## src/hdl/sfcd_pkg.sv

```systemverilog
`timescale 1ns / 1ps

package sfcd_pkg;

    localparam int FRAME_LEN  = 32;
    localparam int CMD_LEN    = 16;
    localparam int CMD_OFFSET = 6;

    localparam int POS_W = $clog2(FRAME_LEN);
    localparam int IDX_W = 6;

    // Chain cell that holds the first command byte once a frame is complete.
    localparam int TAP = FRAME_LEN - 1 - CMD_OFFSET;

    localparam logic [7:0] SYNC_A = 8'hAB;
    localparam logic [7:0] SYNC_B = 8'hCD;
    localparam logic [7:0] TAIL_A = 8'hDC;
    localparam logic [7:0] TAIL_B = 8'hBA;

    localparam logic [POS_W-1:0] POS_TAIL_A = POS_W'(FRAME_LEN - 2);
    localparam logic [IDX_W-1:0] IDX_LAST   = IDX_W'(CMD_LEN - 1);

    typedef enum logic [2:0] {
        STAT_NONE      = 3'd0,
        STAT_CMD       = 3'd1,
        STAT_BAD_SYNC  = 3'd2,
        STAT_BAD_TAIL1 = 3'd3,
        STAT_BAD_TAIL2 = 3'd4
    } t_status;

    typedef enum logic [3:0] {
        ST_HUNT  = 4'b0001,
        ST_SYNC2 = 4'b0010,
        ST_BODY  = 4'b0100,
        ST_TAIL2 = 4'b1000
    } t_state;

    typedef struct packed {
        logic       shift;
        logic [7:0] din;
    } t_chain_ctl;

endpackage

```

## src/hdl/sfcd_cell.sv

```systemverilog
`timescale 1ns / 1ps

module sfcd_cell (
    input  logic       i_clk,
    input  logic       i_shift,
    input  logic [7:0] i_din,
    output logic [7:0] o_dout
);

    logic [7:0] r_byte;

    always_ff @(posedge i_clk) begin
        if (i_shift) begin
            r_byte <= i_din;
        end
    end

    assign o_dout = r_byte;

endmodule

```

## src/hdl/sfcd_chain.sv

```systemverilog
`timescale 1ns / 1ps

module sfcd_chain (
    input  logic                  i_clk,
    input  sfcd_pkg::t_chain_ctl  i_ctl,
    output logic [7:0]            o_tap
);

    logic [7:0] w_link [0:sfcd_pkg::FRAME_LEN];

    assign w_link[0] = i_ctl.din;

    for (genvar g = 0; g < sfcd_pkg::FRAME_LEN; g++) begin : g_cell
        sfcd_cell u_cell (
            .i_clk  (i_clk),
            .i_shift(i_ctl.shift),
            .i_din  (w_link[g]),
            .o_dout (w_link[g+1])
        );
    end

    assign o_tap = w_link[sfcd_pkg::TAP + 1];

endmodule

```

## src/hdl/sync_framed_command_deframer_top.sv

```systemverilog
`timescale 1ns / 1ps
// A status result is registered and offered in the cycle after its byte is accepted.
// Throughput: one byte per cycle while results are taken; a good frame emits
// its command bytes one per cycle from the frame shift chain while results
// are taken, and the next byte is accepted once the last of them is taken.
// Reset is synchronous, active low, and clears the parser, counters and
// output valid; the frame chain holds no reset.

module sync_framed_command_deframer_top (
    input  logic       i_clk,
    input  logic       i_rst_n,
    input  logic       i_rx_valid,
    output logic       o_rx_ready,
    input  logic [7:0] i_rx_byte,
    output logic       o_res_valid,
    input  logic       i_res_ready,
    output logic [2:0] o_status,
    output logic [7:0] o_data_byte,
    output logic [5:0] o_byte_index,
    output logic       o_last,
    output logic [7:0] o_error_count,
    output logic [7:0] o_frame_count
);

    sfcd_pkg::t_state r_state, n_state;
    logic [sfcd_pkg::POS_W-1:0] r_pos, n_pos;
    logic [sfcd_pkg::IDX_W-1:0] r_idx, n_idx;
    logic       r_emit, n_emit;
    logic [7:0] r_err, n_err;
    logic [7:0] r_frames, n_frames;
    logic       r_res_valid, n_res_valid;

    sfcd_pkg::t_status r_status, n_status;
    logic [7:0] r_data, n_data;
    logic [5:0] r_res_idx, n_res_idx;
    logic       r_last, n_last;

    sfcd_pkg::t_chain_ctl w_ctl;
    logic [7:0] w_tap;
    logic       w_out_free;
    logic       w_rx_fire;

    sfcd_chain u_chain (
        .i_clk(i_clk),
        .i_ctl(w_ctl),
        .o_tap(w_tap)
    );

    assign w_out_free = !r_res_valid || i_res_ready;
    assign o_rx_ready = !r_emit && w_out_free;
    assign w_rx_fire  = i_rx_valid && o_rx_ready;

    always_comb begin
        n_state     = r_state;
        n_pos       = r_pos;
        n_idx       = r_idx;
        n_emit      = r_emit;
        n_err       = r_err;
        n_frames    = r_frames;
        n_res_valid = r_res_valid && !i_res_ready;
        n_status    = r_status;
        n_data      = r_data;
        n_res_idx   = r_res_idx;
        n_last      = r_last;
        w_ctl.shift = 1'b0;
        w_ctl.din   = i_rx_byte;

        if (w_rx_fire) begin
            n_res_valid = 1'b1;
            n_status    = sfcd_pkg::STAT_NONE;
            n_data      = 8'd0;
            n_res_idx   = 6'd0;
            n_last      = 1'b1;
            unique case (r_state)
                sfcd_pkg::ST_HUNT: begin
                    if (i_rx_byte == sfcd_pkg::SYNC_A) begin
                        w_ctl.shift = 1'b1;
                        n_pos       = sfcd_pkg::POS_W'(1);
                        n_state     = sfcd_pkg::ST_SYNC2;
                    end
                end
                sfcd_pkg::ST_SYNC2: begin
                    if (i_rx_byte == sfcd_pkg::SYNC_B) begin
                        w_ctl.shift = 1'b1;
                        n_pos       = r_pos + 1'b1;
                        n_state     = sfcd_pkg::ST_BODY;
                    end else begin
                        n_err    = r_err + 8'd1;
                        n_status = sfcd_pkg::STAT_BAD_SYNC;
                        n_pos    = '0;
                        n_state  = sfcd_pkg::ST_HUNT;
                    end
                end
                sfcd_pkg::ST_BODY: begin
                    w_ctl.shift = 1'b1;
                    if (r_pos == sfcd_pkg::POS_TAIL_A) begin
                        if (i_rx_byte == sfcd_pkg::TAIL_A) begin
                            n_pos   = r_pos + 1'b1;
                            n_state = sfcd_pkg::ST_TAIL2;
                        end else begin
                            n_err    = r_err + 8'd1;
                            n_status = sfcd_pkg::STAT_BAD_TAIL1;
                            n_pos    = '0;
                            n_state  = sfcd_pkg::ST_HUNT;
                        end
                    end else begin
                        n_pos = r_pos + 1'b1;
                    end
                end
                sfcd_pkg::ST_TAIL2: begin
                    w_ctl.shift = 1'b1;
                    n_pos       = '0;
                    n_state     = sfcd_pkg::ST_HUNT;
                    if (i_rx_byte == sfcd_pkg::TAIL_B) begin
                        n_frames    = r_frames + 8'd1;
                        n_emit      = 1'b1;
                        n_idx       = '0;
                        n_res_valid = 1'b0;
                    end else begin
                        n_err    = r_err + 8'd1;
                        n_status = sfcd_pkg::STAT_BAD_TAIL2;
                    end
                end
                default: begin
                    n_pos   = '0;
                    n_state = sfcd_pkg::ST_HUNT;
                end
            endcase
        end else if (r_emit && w_out_free) begin
            // Zeros enter the chain so that offsets past the frame read as zero.
            w_ctl.shift = 1'b1;
            w_ctl.din   = 8'd0;
            n_res_valid = 1'b1;
            n_status    = sfcd_pkg::STAT_CMD;
            n_data      = w_tap;
            n_res_idx   = 6'(r_idx);
            n_last      = (r_idx == sfcd_pkg::IDX_LAST);
            n_idx       = r_idx + 1'b1;
            if (r_idx == sfcd_pkg::IDX_LAST) begin
                n_emit = 1'b0;
            end
        end
    end

    always_ff @(posedge i_clk) begin
        if (!i_rst_n) begin
            r_state     <= sfcd_pkg::ST_HUNT;
            r_pos       <= '0;
            r_idx       <= '0;
            r_emit      <= 1'b0;
            r_err       <= 8'd0;
            r_frames    <= 8'd0;
            r_res_valid <= 1'b0;
        end else begin
            r_state     <= n_state;
            r_pos       <= n_pos;
            r_idx       <= n_idx;
            r_emit      <= n_emit;
            r_err       <= n_err;
            r_frames    <= n_frames;
            r_res_valid <= n_res_valid;
        end
    end

    always_ff @(posedge i_clk) begin
        r_status  <= n_status;
        r_data    <= n_data;
        r_res_idx <= n_res_idx;
        r_last    <= n_last;
    end

    assign o_res_valid   = r_res_valid;
    assign o_status      = r_status;
    assign o_data_byte   = r_data;
    assign o_byte_index  = r_res_idx;
    assign o_last        = r_last;
    assign o_error_count = r_err;
    assign o_frame_count = r_frames;

`ifndef NO_ASSERTIONS
    a_emit_blocks_input: assert property (@(posedge i_clk) disable iff (!i_rst_n)
        r_emit |-> !o_rx_ready)
        else $error("byte accepted while command bytes are being emitted");

    a_emit_in_hunt: assert property (@(posedge i_clk) disable iff (!i_rst_n)
        r_emit |-> r_state == sfcd_pkg::ST_HUNT)
        else $error("emission active outside hunting");

    a_status_last: assert property (@(posedge i_clk) disable iff (!i_rst_n)
        (o_res_valid && o_status != sfcd_pkg::STAT_CMD) |->
            (o_last && o_data_byte == 8'd0 && o_byte_index == 6'd0))
        else $error("status result carries command fields");

    a_state_onehot: assert property (@(posedge i_clk) disable iff (!i_rst_n)
        $onehot(r_state))
        else $error("parser state is not one-hot");

    a_frame_bump_emits: assert property (@(posedge i_clk) disable iff (!i_rst_n)
        (r_frames != $past(r_frames)) |-> r_emit)
        else $error("frame count moved without command emission");
`endif

endmodule
```

## config.mk

```make
export PLATFORM = sky130hd
export DESIGN_NAME = sync_framed_command_deframer_top
export DESIGN_NICKNAME = d
export VERILOG_FILES = /design/src/hdl/sfcd_pkg.sv /design/src/hdl/sfcd_cell.sv /design/src/hdl/sfcd_chain.sv /design/src/hdl/sync_framed_command_deframer_top.sv
export SDC_FILE = /design/constraint.sdc
export NUM_CORES = 1
export LEC_CHECK = 0
export BUFFER_PORTS_ARGS = -buffer_cell sky130_fd_sc_hd__buf_2
export CORE_MARGIN = 5
export CORE_UTILIZATION = 55
export DETAILED_ROUTE_END_ITERATION = 10
export PLACE_DENSITY_LB_ADDON = 0.12
export SLEW_MARGIN = 20
export SYNTH_ARGS = -nofsm -noshare
export SYNTH_HDL_FRONTEND = slang
export SYNTH_SLANG_ARGS = --single-unit
```

## constraint.sdc

```tcl
create_clock -name i_clk -period 26.2 [get_ports i_clk]
set_input_delay 5.24 -clock i_clk [delete_from_list [all_inputs] [get_ports i_clk]]
set_output_delay 5.24 -clock i_clk [all_outputs]
set_load 0.05 [all_outputs]
```

==> results.txt, run 1 <==
----------------------------------------------------
[STA]
  Setup TNS ... 0 ns
  Hold Slack ... 0.416 ns
  Count of pins over their slew limit ... 0
  Final setup violating endpoints ... 0
  Slew HR ... 28.3%
  Transition at the pin with the smallest max-transition slack ... 1.07 ns
  Worst clock skew ... 0.0137 ns
  Number of endpoints with negative hold slack in the final report ... 0
  Period minus WS final ... 11.50 ns
  Max Clock Freq ... 87.0 MHz
  Post-route clock period utilization ... 43.9%
  RSZ-0062 raised after global routing ... false

[Power and ir drop]
  Peak supply drop ... 0.0599 mV
  Pwr dens ... 76.2 mW/mm2
  Leakage ... 3.29 nW
  Total power draw ... 757 uW

[Detailed routing]
  Number of iterations in the first detailed-routing pass ... 5
  Via count of the routed design ... 4225
  Antenna Nets Post-Route ... 0
  Number of DRC violations after detailed-routing iteration 0 ... 333
  Total Routed Length ... 12.3 mm
  Post-detailed-route wirelength per cell ... 15.3 um
  Count of unresolved DRC violations after routing ... 0
  Average vias per placed instance ... 5.25

[Worst setup path]
  Arrival time worst endpoint ... 6.26 ns
  Required time worst endpoint ... 20.96 ns
  Kind of capture point of the worst setup path ... output pin
  Kind of start point of the critical path ... input pin
  Largest driver fanout on the critical path ... 6
  Kind of critical path ... input pin to output pin

[Layout]
  Nets@finish ... 588
  Fillers ... 1141
  Leading cell type in the layout, fill and taps excluded ... edfxtp_1
  Top library cells by usage in the layout, fill and taps aside ... 211 x edfxtp_1, 51 x nand2_1, 48 x dfxtp_1, 47 x buf_2
  Diodes inserted ... 0
  Synthesis-to-layout area growth ... 13.7%
  Fraction of layout instances using a drive strength above 1 ... 15.8%

[Floorplan]
  Overall die area ... 0.0185 mm2
  Y dimension of the die ... 136 um
  Row cnt ... 46
  IO Pins ... 48
  Die W ... 136 um
  Initial cell density of the core ... 55.6%
  Core region area ... 0.0157 mm2

[CTS]
  Root Buffer Master ... clkbuf_16
  TritonCTS clock tree ... yes
  Number of clock buffers inserted by TritonCTS ... 25
  H-tree level count ... 1
  Clock slew at reported path FFs ... 0.06 ns
  Hold buffer count at cts ... 0
  Number of buffers inserted by post-CTS setup repair ... 0
  Cells resized by post-CTS repair ... 0
  Buffer levels on the longest clock path ... 3
  Worst-skew pair later-pin latency ... 0.50 ns
  Sink count of the clock tree ... 259

[Run]
  Maximum Capacitance Violations ... 0

[GRT]
  Maximum number of pins on one net before global-route repair ... 98
  Combined global-route utilization of all metal layers ... 13.4%
  Total congestion overflow after global routing ... 0
  Number of global-route vias before repair ... 4199
  Global-route wire length before repair ... 20.3 mm
  Number of antenna violations at the first check in global routing ... 0

[Logic synthesis]
  Count of yosys warnings during synthesis ... 0
  Mapped Avg Cell Area ... 17.2 um2
  Number of instances in the synthesized netlist ... 509
  Distinct cells, synth ... 47
  Sequential share of the synthesized area ... 83.5%
  Flop and latch count out of synthesis ... 259
  Post-synth design cell area ... 0.00874 mm2
  Total nets after synthesis ... 526

[Outcome]
  Result of the run ... completed

[Placed design]
  Number of port buffers ... 47
  DP HPWL ... 6.94 mm
  Weighted congestion at the end of routability-driven global placement ... 0.768

[Min path]
  Class of the tightest hold or removal check ... register to register

----------------------------------------------------
## final cells by class
class | instances | area (um2) | area share [%]
tap | 216 | 270 | 2.72
sequential | 259 | 7300 | 73.5
clock inverter | 13 | 56.3 | 0.567
inverter | 5 | 18.8 | 0.189
timing repair buffer | 51 | 273 | 2.75
multi-input combinational | 229 | 1370 | 13.8
clock buffer | 31 | 648 | 6.52
## metal layers
| metal | vias up | track usage, % | wire length (um) |
|---|---|---|---|
| li1 | 2044 | - | - |
| met1 | 2071 | 19.6 | 5860 |
| met2 | 86 | 20.7 | 5600 |
| met3 | 24 | 3.00 | 560 |
| met4 | 0 | 3.58 | 272 |
| met5 | - | 0 | 0 |
## flip-flops by register name, summed over array words and instances, names as in the netlist, 3 cells and up
register and count:
r_pos 5, u_chain.g_cell.u_cell.o_dout 208, o_data_byte 8, o_frame_count 8
o_byte_index 6, o_error_count 8, o_status 3, r_idx 6
r_state 4
## cell families after synthesis
kind of cell	Yosys count	share of synthesized area (%)
compound gates	60	4.18
xor+xnor	11	1.10
fa+ha+maj	5	0.716
buf+inv	21	1.04
flops	259	83.5
mux	2	0.229
simple gates	151	9.25
## worst max-delay path, cell delays in order
cell	delay (ns)
buf_2	0.10
nor2b_1	0.50
nor2_1	0.16
buf_2	0.26
## worst paths after layout
kind,start,depth (start not counted),end,slack (ns)
hold / removal,u_chain.g_cell[5].u_cell.o_dout[1],0,u_chain.g_cell[6].u_cell.o_dout[1],0.42
setup / recovery,i_res_ready,4,o_rx_ready,14.70
setup reg to reg,r_state[0],5,u_chain.g_cell[22].u_cell.o_dout[2],22.87
hold reg to reg,u_chain.g_cell[5].u_cell.o_dout[1],0,u_chain.g_cell[6].u_cell.o_dout[1],0.42
## synth_stat cells (all sizes together)
library cell	count	share of area, %
a2111oi	1	0.31
a211oi	1	0.086
a21oi	19	1.1
a22oi	1	0.086
a31o	1	0.10
a31oi	1	0.072
and2	13	0.93
and3	5	0.36
and4	2	0.20
buf	5	0.36
clkbuf	11	0.47
dfxtp	48	11
edfxtp	211	72
ha	5	0.72
inv	5	0.21
mux2i	2	0.23
nand2	52	2.3
nand2b	3	0.21
nand3	16	0.97
nand4	8	0.57
nand4b	1	0.10
nor2	21	0.90
nor2b	3	0.21
nor3	3	0.17
nor4	3	0.39
nor4b	3	0.37
nor4bb	1	0.11
o211ai	1	0.086
o21ai	26	1.5
o22ai	1	0.072
o31a	2	0.20
o31ai	4	0.34
o41ai	2	0.20
or2	1	0.072
or3	9	0.64
or4	3	0.26
or4b	4	0.50
xor2	11	1.1
## power by group
group	internal, mW	switching [mW]	total (mW)
Combinational	0.00217	0.00584	0.00801
Clock	0.174	0.135	0.309
Sequential	0.440	0.000213	0.440
## through the flow
step / utilization, % / area (um2) / worst slack, ns / cells
3_5_place_dp: 58.7 / 9220 / 14.69 / 760
4_1_cts: 63.2 / 9920 / 14.69 / 804
2_1_floorplan: - / 8740 / 4.16 / 509
6_report: 63.2 / 9930 / 14.70 / 804
3_3_place_gp: 58.7 / 9220 / 14.79 / 760
5_1_grt: 63.2 / 9930 / 14.62 / 804
(Power assumes the default switching activity.)
==> run 2, diff against run 1 <==
- clock period: 26.2 -> 11.3 ns (I/O delays scaled with it)
==> run 2 against run 1 <==
Critical path type unchanged. Combinational power rose by 130%. Total power rose by 150%. Non-clock buffer count fell by 1.
==> results.txt, run 2 (synthesis gave the netlist of run 1 again) <==
----------------------------------------------------
[CTS]
  Cells resized by post-CTS repair ... 0 (unchanged)
  Sink count of the clock tree ... 259 (unchanged)
  Number of clock buffers inserted by TritonCTS ... 26 (+4.0%)
  Number of buffers inserted by post-CTS setup repair ... 0 (unchanged)
  Root Buffer Master ... clkbuf_16
  Clock slew at reported path FFs ... 0.06 ns (about the same)
  H-tree level count ... 1 (unchanged)
  Worst-skew pair later-pin latency ... 0.51 ns (about the same)
  Buffer levels on the longest clock path ... 3 (unchanged)
  TritonCTS clock tree ... yes
  Hold buffer count at cts ... 0 (unchanged)

[STA]
  Setup TNS ... 0 ns (unchanged)
  Max Clock Freq ... 179 MHz
  Post-route clock period utilization ... 49.4%
  Worst clock skew ... 0.00762 ns (-0.00605 ns)
  RSZ-0062 raised after global routing ... false
  Count of pins over their slew limit ... 0 (unchanged)
  Slew HR ... 29.0% (+0.62 points)
  Hold Slack ... 0.413 ns (-0.00247 ns)
  Number of endpoints with negative hold slack in the final report ... 0 (unchanged)
  Final setup violating endpoints ... 0 (unchanged)
  Transition at the pin with the smallest max-transition slack ... 1.07 ns (-0.00929 ns)
  Period minus WS final ... 5.58 ns

[Layout]
  Leading cell type in the layout, fill and taps excluded ... edfxtp_1
  Top library cells by usage in the layout, fill and taps aside ... 211 x edfxtp_1, 51 x nand2_1, 48 x dfxtp_1, 47 x buf_2, 26 x clkbuf_16
  Post-route insts no fill ... 806 (+0.25%)
  Largest register FFs ... 208 (unchanged)
  Nets@finish ... 588 (unchanged)
  Final core utilization ... 64.2% (+1.0 points)
  Fraction of layout instances using a drive strength above 1 ... 17.6% (+1.8 points)
  Diodes inserted ... 0 (unchanged)
  Synthesis-to-layout area growth ... 15.5%
  Fillers ... 1136 (-0.44%)

[Worst setup path]
  Setup crit start ... i_res_ready
  Worst Reg-to-Reg Cells ... 5 (unchanged)
  Kind of critical path ... input pin to output pin
  Largest driver fanout on the critical path ... 6 (unchanged)
  Kind of start point of the critical path ... input pin
  Worst R2R Start ... r_state[0]
  Kind of capture point of the worst setup path ... output pin
  Arrival time worst endpoint ... 3.32 ns (-2.94 ns)
  Required time worst endpoint ... 9.04 ns (-11.92 ns)

[Detailed routing]
  Antenna Nets Post-Route ... 0 (unchanged)
  Number of DRC violations after detailed-routing iteration 0 ... 317 (-4.8%)
  Post-detailed-route wirelength per cell ... 15.3 um (-0.10%)
  Via count of the routed design ... 4233 (+0.19%)
  Total Routed Length ... 12.3 mm (+0.15%)
  Count of unresolved DRC violations after routing ... 0 (unchanged)
  Average vias per placed instance ... 5.25 (about the same)
  Number of iterations in the first detailed-routing pass ... 4 (-1)

[Floorplan]
  Overall die area ... 0.0185 mm2 (unchanged)
  Die W ... 136 um (unchanged)
  IO Pins ... 48 (unchanged)
  Initial cell density of the core ... 55.6% (unchanged)
  Y dimension of the die ... 136 um (unchanged)
  Core region area ... 0.0157 mm2 (unchanged)
  Row cnt ... 46 (unchanged)

[GRT]
  Met2 routing resource usage after global routing ... 20.8% (+0.055 points)
  Met1 usage ... 18.4% (-1.2 points)
  Maximum number of pins on one net before global-route repair ... 209 (+110%)
  Combined global-route utilization of all metal layers ... 13.3% (-0.13 points)
  Global-route wire length before repair ... 19.8 mm (-2.3%)
  Total congestion overflow after global routing ... 0 (unchanged)
  Number of global-route vias before repair ... 4088 (-2.6%)
  Met3 global-route usage ... 2.92% (-0.074 points)
  Number of antenna violations at the first check in global routing ... 0 (unchanged)
  Busiest grt layer ... met2

[Power and ir drop]
  Switching fraction of total power ... 18.6% (-0.11 points)
  Pwr dens ... 187 mW/mm2 (+150%)
  Peak supply drop ... 0.131 mV (+120%)
  Sequential Power Share ... 54.0% (-4.1 points)
  Int Pwr ... 1.54 mW (+150%)
  Sw Pwr ... 350 uW (+150%)
  Part of the total power dissipated in the clock network ... 45.0% (+4.2 points)
  Leakage ... 3.38 nW (+2.6%)
  Combinational share of power ... 1.0% (about the same)

[Min path]
  Startpoint of the worst hold path ... u_chain.g_cell[11].u_cell.o_dout[5]
  Class of the tightest hold or removal check ... register to register
  Hold Path Stages ... 0 (unchanged)

[Placed design]
  Number of port buffers ... 47 (unchanged)
  Placed cell count ... 759 (-0.13%)
  Weighted congestion at the end of routability-driven global placement ... 0.784 (+2.1%)
  DP HPWL ... 6.98 mm (+0.57%)

[Run]
  Maximum Capacitance Violations ... 0 (unchanged)

[Outcome]
  Result of the run ... completed

----------------------------------------------------
## run 2: area by class of cell
cell class	instances	area, um2	area share [%]
Clock inverter	19	208	2.06
Inverter	5	18.8	0.186
Tap cell	216	270	2.68
Clock buffer	28	658	6.52
Sequential cell	259	7300	72.3
Timing Repair Buffer	50	270	2.68
Multi-Input combinational cell	229	1370	13.6
## run 2: critical path, cell delays in order
cell,delay [ns]
buf_2,0.10
nor2b_1,0.52
nor2_1,0.18
buf_2,0.26
## run 2: final timing paths
kind | endpoint | slack, ns
worst max-delay path | o_rx_ready | 5.72
worst min-delay path | u_chain.g_cell[12].u_cell.o_dout[5] | 0.41
worst max register to register | u_chain.g_cell[22].u_cell.o_dout[2] | 8.19
worst min register to register | u_chain.g_cell[12].u_cell.o_dout[5] | 0.41
## run 2: routing by layer
metal / part of all wire [%] / vias to the layer above
met5: 0 / -
met4: 2.6 / 0
met3: 5.4 / 25
met2: 46 / 87
met1: 46 / 2068
li1: - / 2053
## run 2: through the flow
stage,worst slack (ns),area (um2),total power [mW]
after floorplan,1.85,8740,1.05
after CTS,5.74,10100,1.92
after detailed placement,5.75,9230,1.06
after global routing,5.65,10100,1.96
final,5.72,10100,1.89
after global placement,5.78,9230,1.06
## run 2: power by group through the flow
stage	combinational, mW	clock (mW)	sequential, mW
floorplan	0.00928	0	1.04
global placement	0.0181	0	1.04
detailed placement	0.0186	0	1.04
CTS	0.0186	0.878	1.02
global route	0.0202	0.921	1.02
finish	0.0186	0.850	1.02
==> run 3, diff against run 2 <==
- clock period: 11.3 -> 5.6 ns (I/O delays scaled with it)
==> run 3 against run 2 <==
Register-to-register slack lost 5.6 ns. First-iteration DRC count is 5.7% lower. Largest cell class unchanged. Global-route usage increased by 0.42 points. Critical path depth stayed put. Wire length increased by 2.3%. Die area is the same. Largest power group unchanged. Critical endpoint unchanged. Count of clock-buffer cells in the layout increased by 4. Clock skew increased by 0.0035 ns.
==> results.txt, run 3 (synthesis gave the netlist of run 1 again) <==
----------------------------------------------------
[Worst setup path]
  Kind of critical path ... input pin to output pin
  Arrival time worst endpoint ... 2.15 ns (-1.17 ns)
  Kind of capture point of the worst setup path ... output pin
  Required time worst endpoint ... 4.48 ns (-4.56 ns)
  Largest driver fanout on the critical path ... 6 (unchanged)
  Worst R2R Start ... r_state[0]
  Setup crit start ... i_res_ready
  Kind of start point of the critical path ... input pin

[Detailed routing]
  Number of iterations in the first detailed-routing pass ... 4 (unchanged)
  Total Routed Length ... 12.6 mm (+2.3%)
  Average vias per placed instance ... 5.32 (+1.4%)
  Count of unresolved DRC violations after routing ... 0 (unchanged)
  Number of DRC violations after detailed-routing iteration 0 ... 299 (-5.7%)
  Post-detailed-route wirelength per cell ... 15.6 um (+2.1%)
  Antenna Nets Post-Route ... 0 (unchanged)
  Via count of the routed design ... 4302 (+1.6%)

[Run]
  Maximum Capacitance Violations ... 0 (unchanged)

[CTS]
  Sink count of the clock tree ... 259 (unchanged)
  Clock slew at reported path FFs ... 0.06 ns (about the same)
  Number of clock buffers inserted by TritonCTS ... 26 (unchanged)
  H-tree level count ... 1 (unchanged)
  Worst-skew pair later-pin latency ... 0.51 ns (about the same)
  Buffer levels on the longest clock path ... 3 (unchanged)
  Root Buffer Master ... clkbuf_16
  Hold buffer count at cts ... 0 (unchanged)
  TritonCTS clock tree ... yes
  Number of buffers inserted by post-CTS setup repair ... 0 (unchanged)
  Cells resized by post-CTS repair ... 0 (unchanged)

[Layout]
  Nets@finish ... 589 (+0.17%)
  Synthesis-to-layout area growth ... 16.6%
  Leading cell type in the layout, fill and taps excluded ... edfxtp_1
  Fillers ... 1136 (unchanged)
  Fraction of layout instances using a drive strength above 1 ... 18.2% (+0.62 points)
  Top library cells by usage in the layout, fill and taps aside ... 211 x edfxtp_1, 50 x nand2_1, 48 x dfxtp_1, 47 x buf_2, 27 x clkbuf_16
  Diodes inserted ... 0 (unchanged)
  Final instance area ... 0.0102 mm2 (+1.0%)
  Largest register FFs ... 208 (unchanged)

[GRT]
  Total congestion overflow after global routing ... 0 (unchanged)
  Number of global-route vias before repair ... 4162 (+1.8%)
  Number of antenna violations at the first check in global routing ... 0 (unchanged)
  Maximum number of pins on one net before global-route repair ... 209 (unchanged)
  Global-route wire length before repair ... 20.4 mm (+3.2%)
  Combined global-route utilization of all metal layers ... 13.7% (+0.42 points)

[Min path]
  Class of the tightest hold or removal check ... register to register
  Startpoint of the worst hold path ... u_chain.g_cell[10].u_cell.o_dout[3]

[STA]
  Hold Slack ... 0.409 ns (-0.00419 ns)
  Max Clock Freq ... 306 MHz
  Slew HR ... 30.2% (+1.3 points)
  Period minus WS final ... 3.27 ns
  Post-route clock period utilization ... 58.4%
  RSZ-0062 raised after global routing ... false
  Transition at the pin with the smallest max-transition slack ... 1.05 ns (-0.0191 ns)
  Worst clock skew ... 0.0111 ns (+0.00352 ns)
  Number of endpoints with negative hold slack in the final report ... 0 (unchanged)
  Setup TNS ... 0 ns (unchanged)
  Count of pins over their slew limit ... 0 (unchanged)
  Final setup violating endpoints ... 0 (unchanged)

[Floorplan]
  Overall die area ... 0.0185 mm2 (unchanged)
  Core region area ... 0.0157 mm2 (unchanged)
  Initial cell density of the core ... 55.6% (unchanged)
  Y dimension of the die ... 136 um (unchanged)
  Die W ... 136 um (unchanged)
  IO Pins ... 48 (unchanged)
  Row cnt ... 46 (unchanged)

[Outcome]
  Result of the run ... completed

[Power and ir drop]
  Leakage ... 3.42 nW (+1.4%)
  Pwr dens ... 385 mW/mm2 (+110%)
  Peak supply drop ... 0.244 mV (+86%)

[Placed design]
  Post-placement cell area ... 0.00927 mm2 (+0.47%)
  Weighted congestion at the end of routability-driven global placement ... 0.792 (+1.1%)
  DP HPWL ... 7.07 mm (+1.3%)
  Number of port buffers ... 47 (unchanged)

----------------------------------------------------
==> run 3: power breakdown <==
group	total, mW	internal, mW	switching (mW)
Clock	1.83	1.16	0.669
Combinational	0.0396	0.0112	0.0284
Sequential	2.06	2.06	0.00104
==> run 3: area by class of cell <==
| type | instances | area [um2] | share of cell area [%] |
|---|---|---|---|
| clock inverters | 16 | 233 | 2.28 |
| flip-flops and latches | 259 | 7300 | 71.6 |
| well taps | 216 | 270 | 2.65 |
| repair buffers | 51 | 278 | 2.72 |
| multi-input cells | 229 | 1410 | 13.8 |
| clock buffers | 32 | 694 | 6.81 |
| inverters | 5 | 18.8 | 0.184 |
==> run 3: worst max-delay path, cell delays in order <==
cell	delay [ns]
buf_2	0.10
nor2b_1	0.59
nor2_4	0.10
buf_2	0.24
==> run 3: worst paths after layout <==
path                                                       endpoint  slack (ns)  cells after the start
worst min register to register  u_chain.g_cell[11].u_cell.o_dout[3]        0.41                      0
worst max-delay path                                     o_rx_ready        2.33                      4
worst max register to register   u_chain.g_cell[9].u_cell.o_dout[7]        2.62                      5
worst min-delay path            u_chain.g_cell[11].u_cell.o_dout[3]        0.41                      0
==> run 3: through the flow <==
step                setup WS [ns]  utilization, %  power (mW)  instances
global placement             2.26            59.0        2.14        760
global route                 2.24            64.9        4.07        808
detailed placement           2.15            59.0        2.14        760
floorplan                 -0.0300               -        2.13        509
finish                       2.33            64.9        3.93        808
CTS                          2.32            64.9        3.98        808
==> run 3: metal layers <==
layer  vias up  part of all wire (%)  wire length (um)  track usage (%)
met3        22                   5.1               644             3.33
met4         0                   2.3               286             5.10
met2       106                    46              5850             21.4
met1      2120                    46              5820             19.0
li1       2054                     -                 -                -
met5         -                     0                 0                0
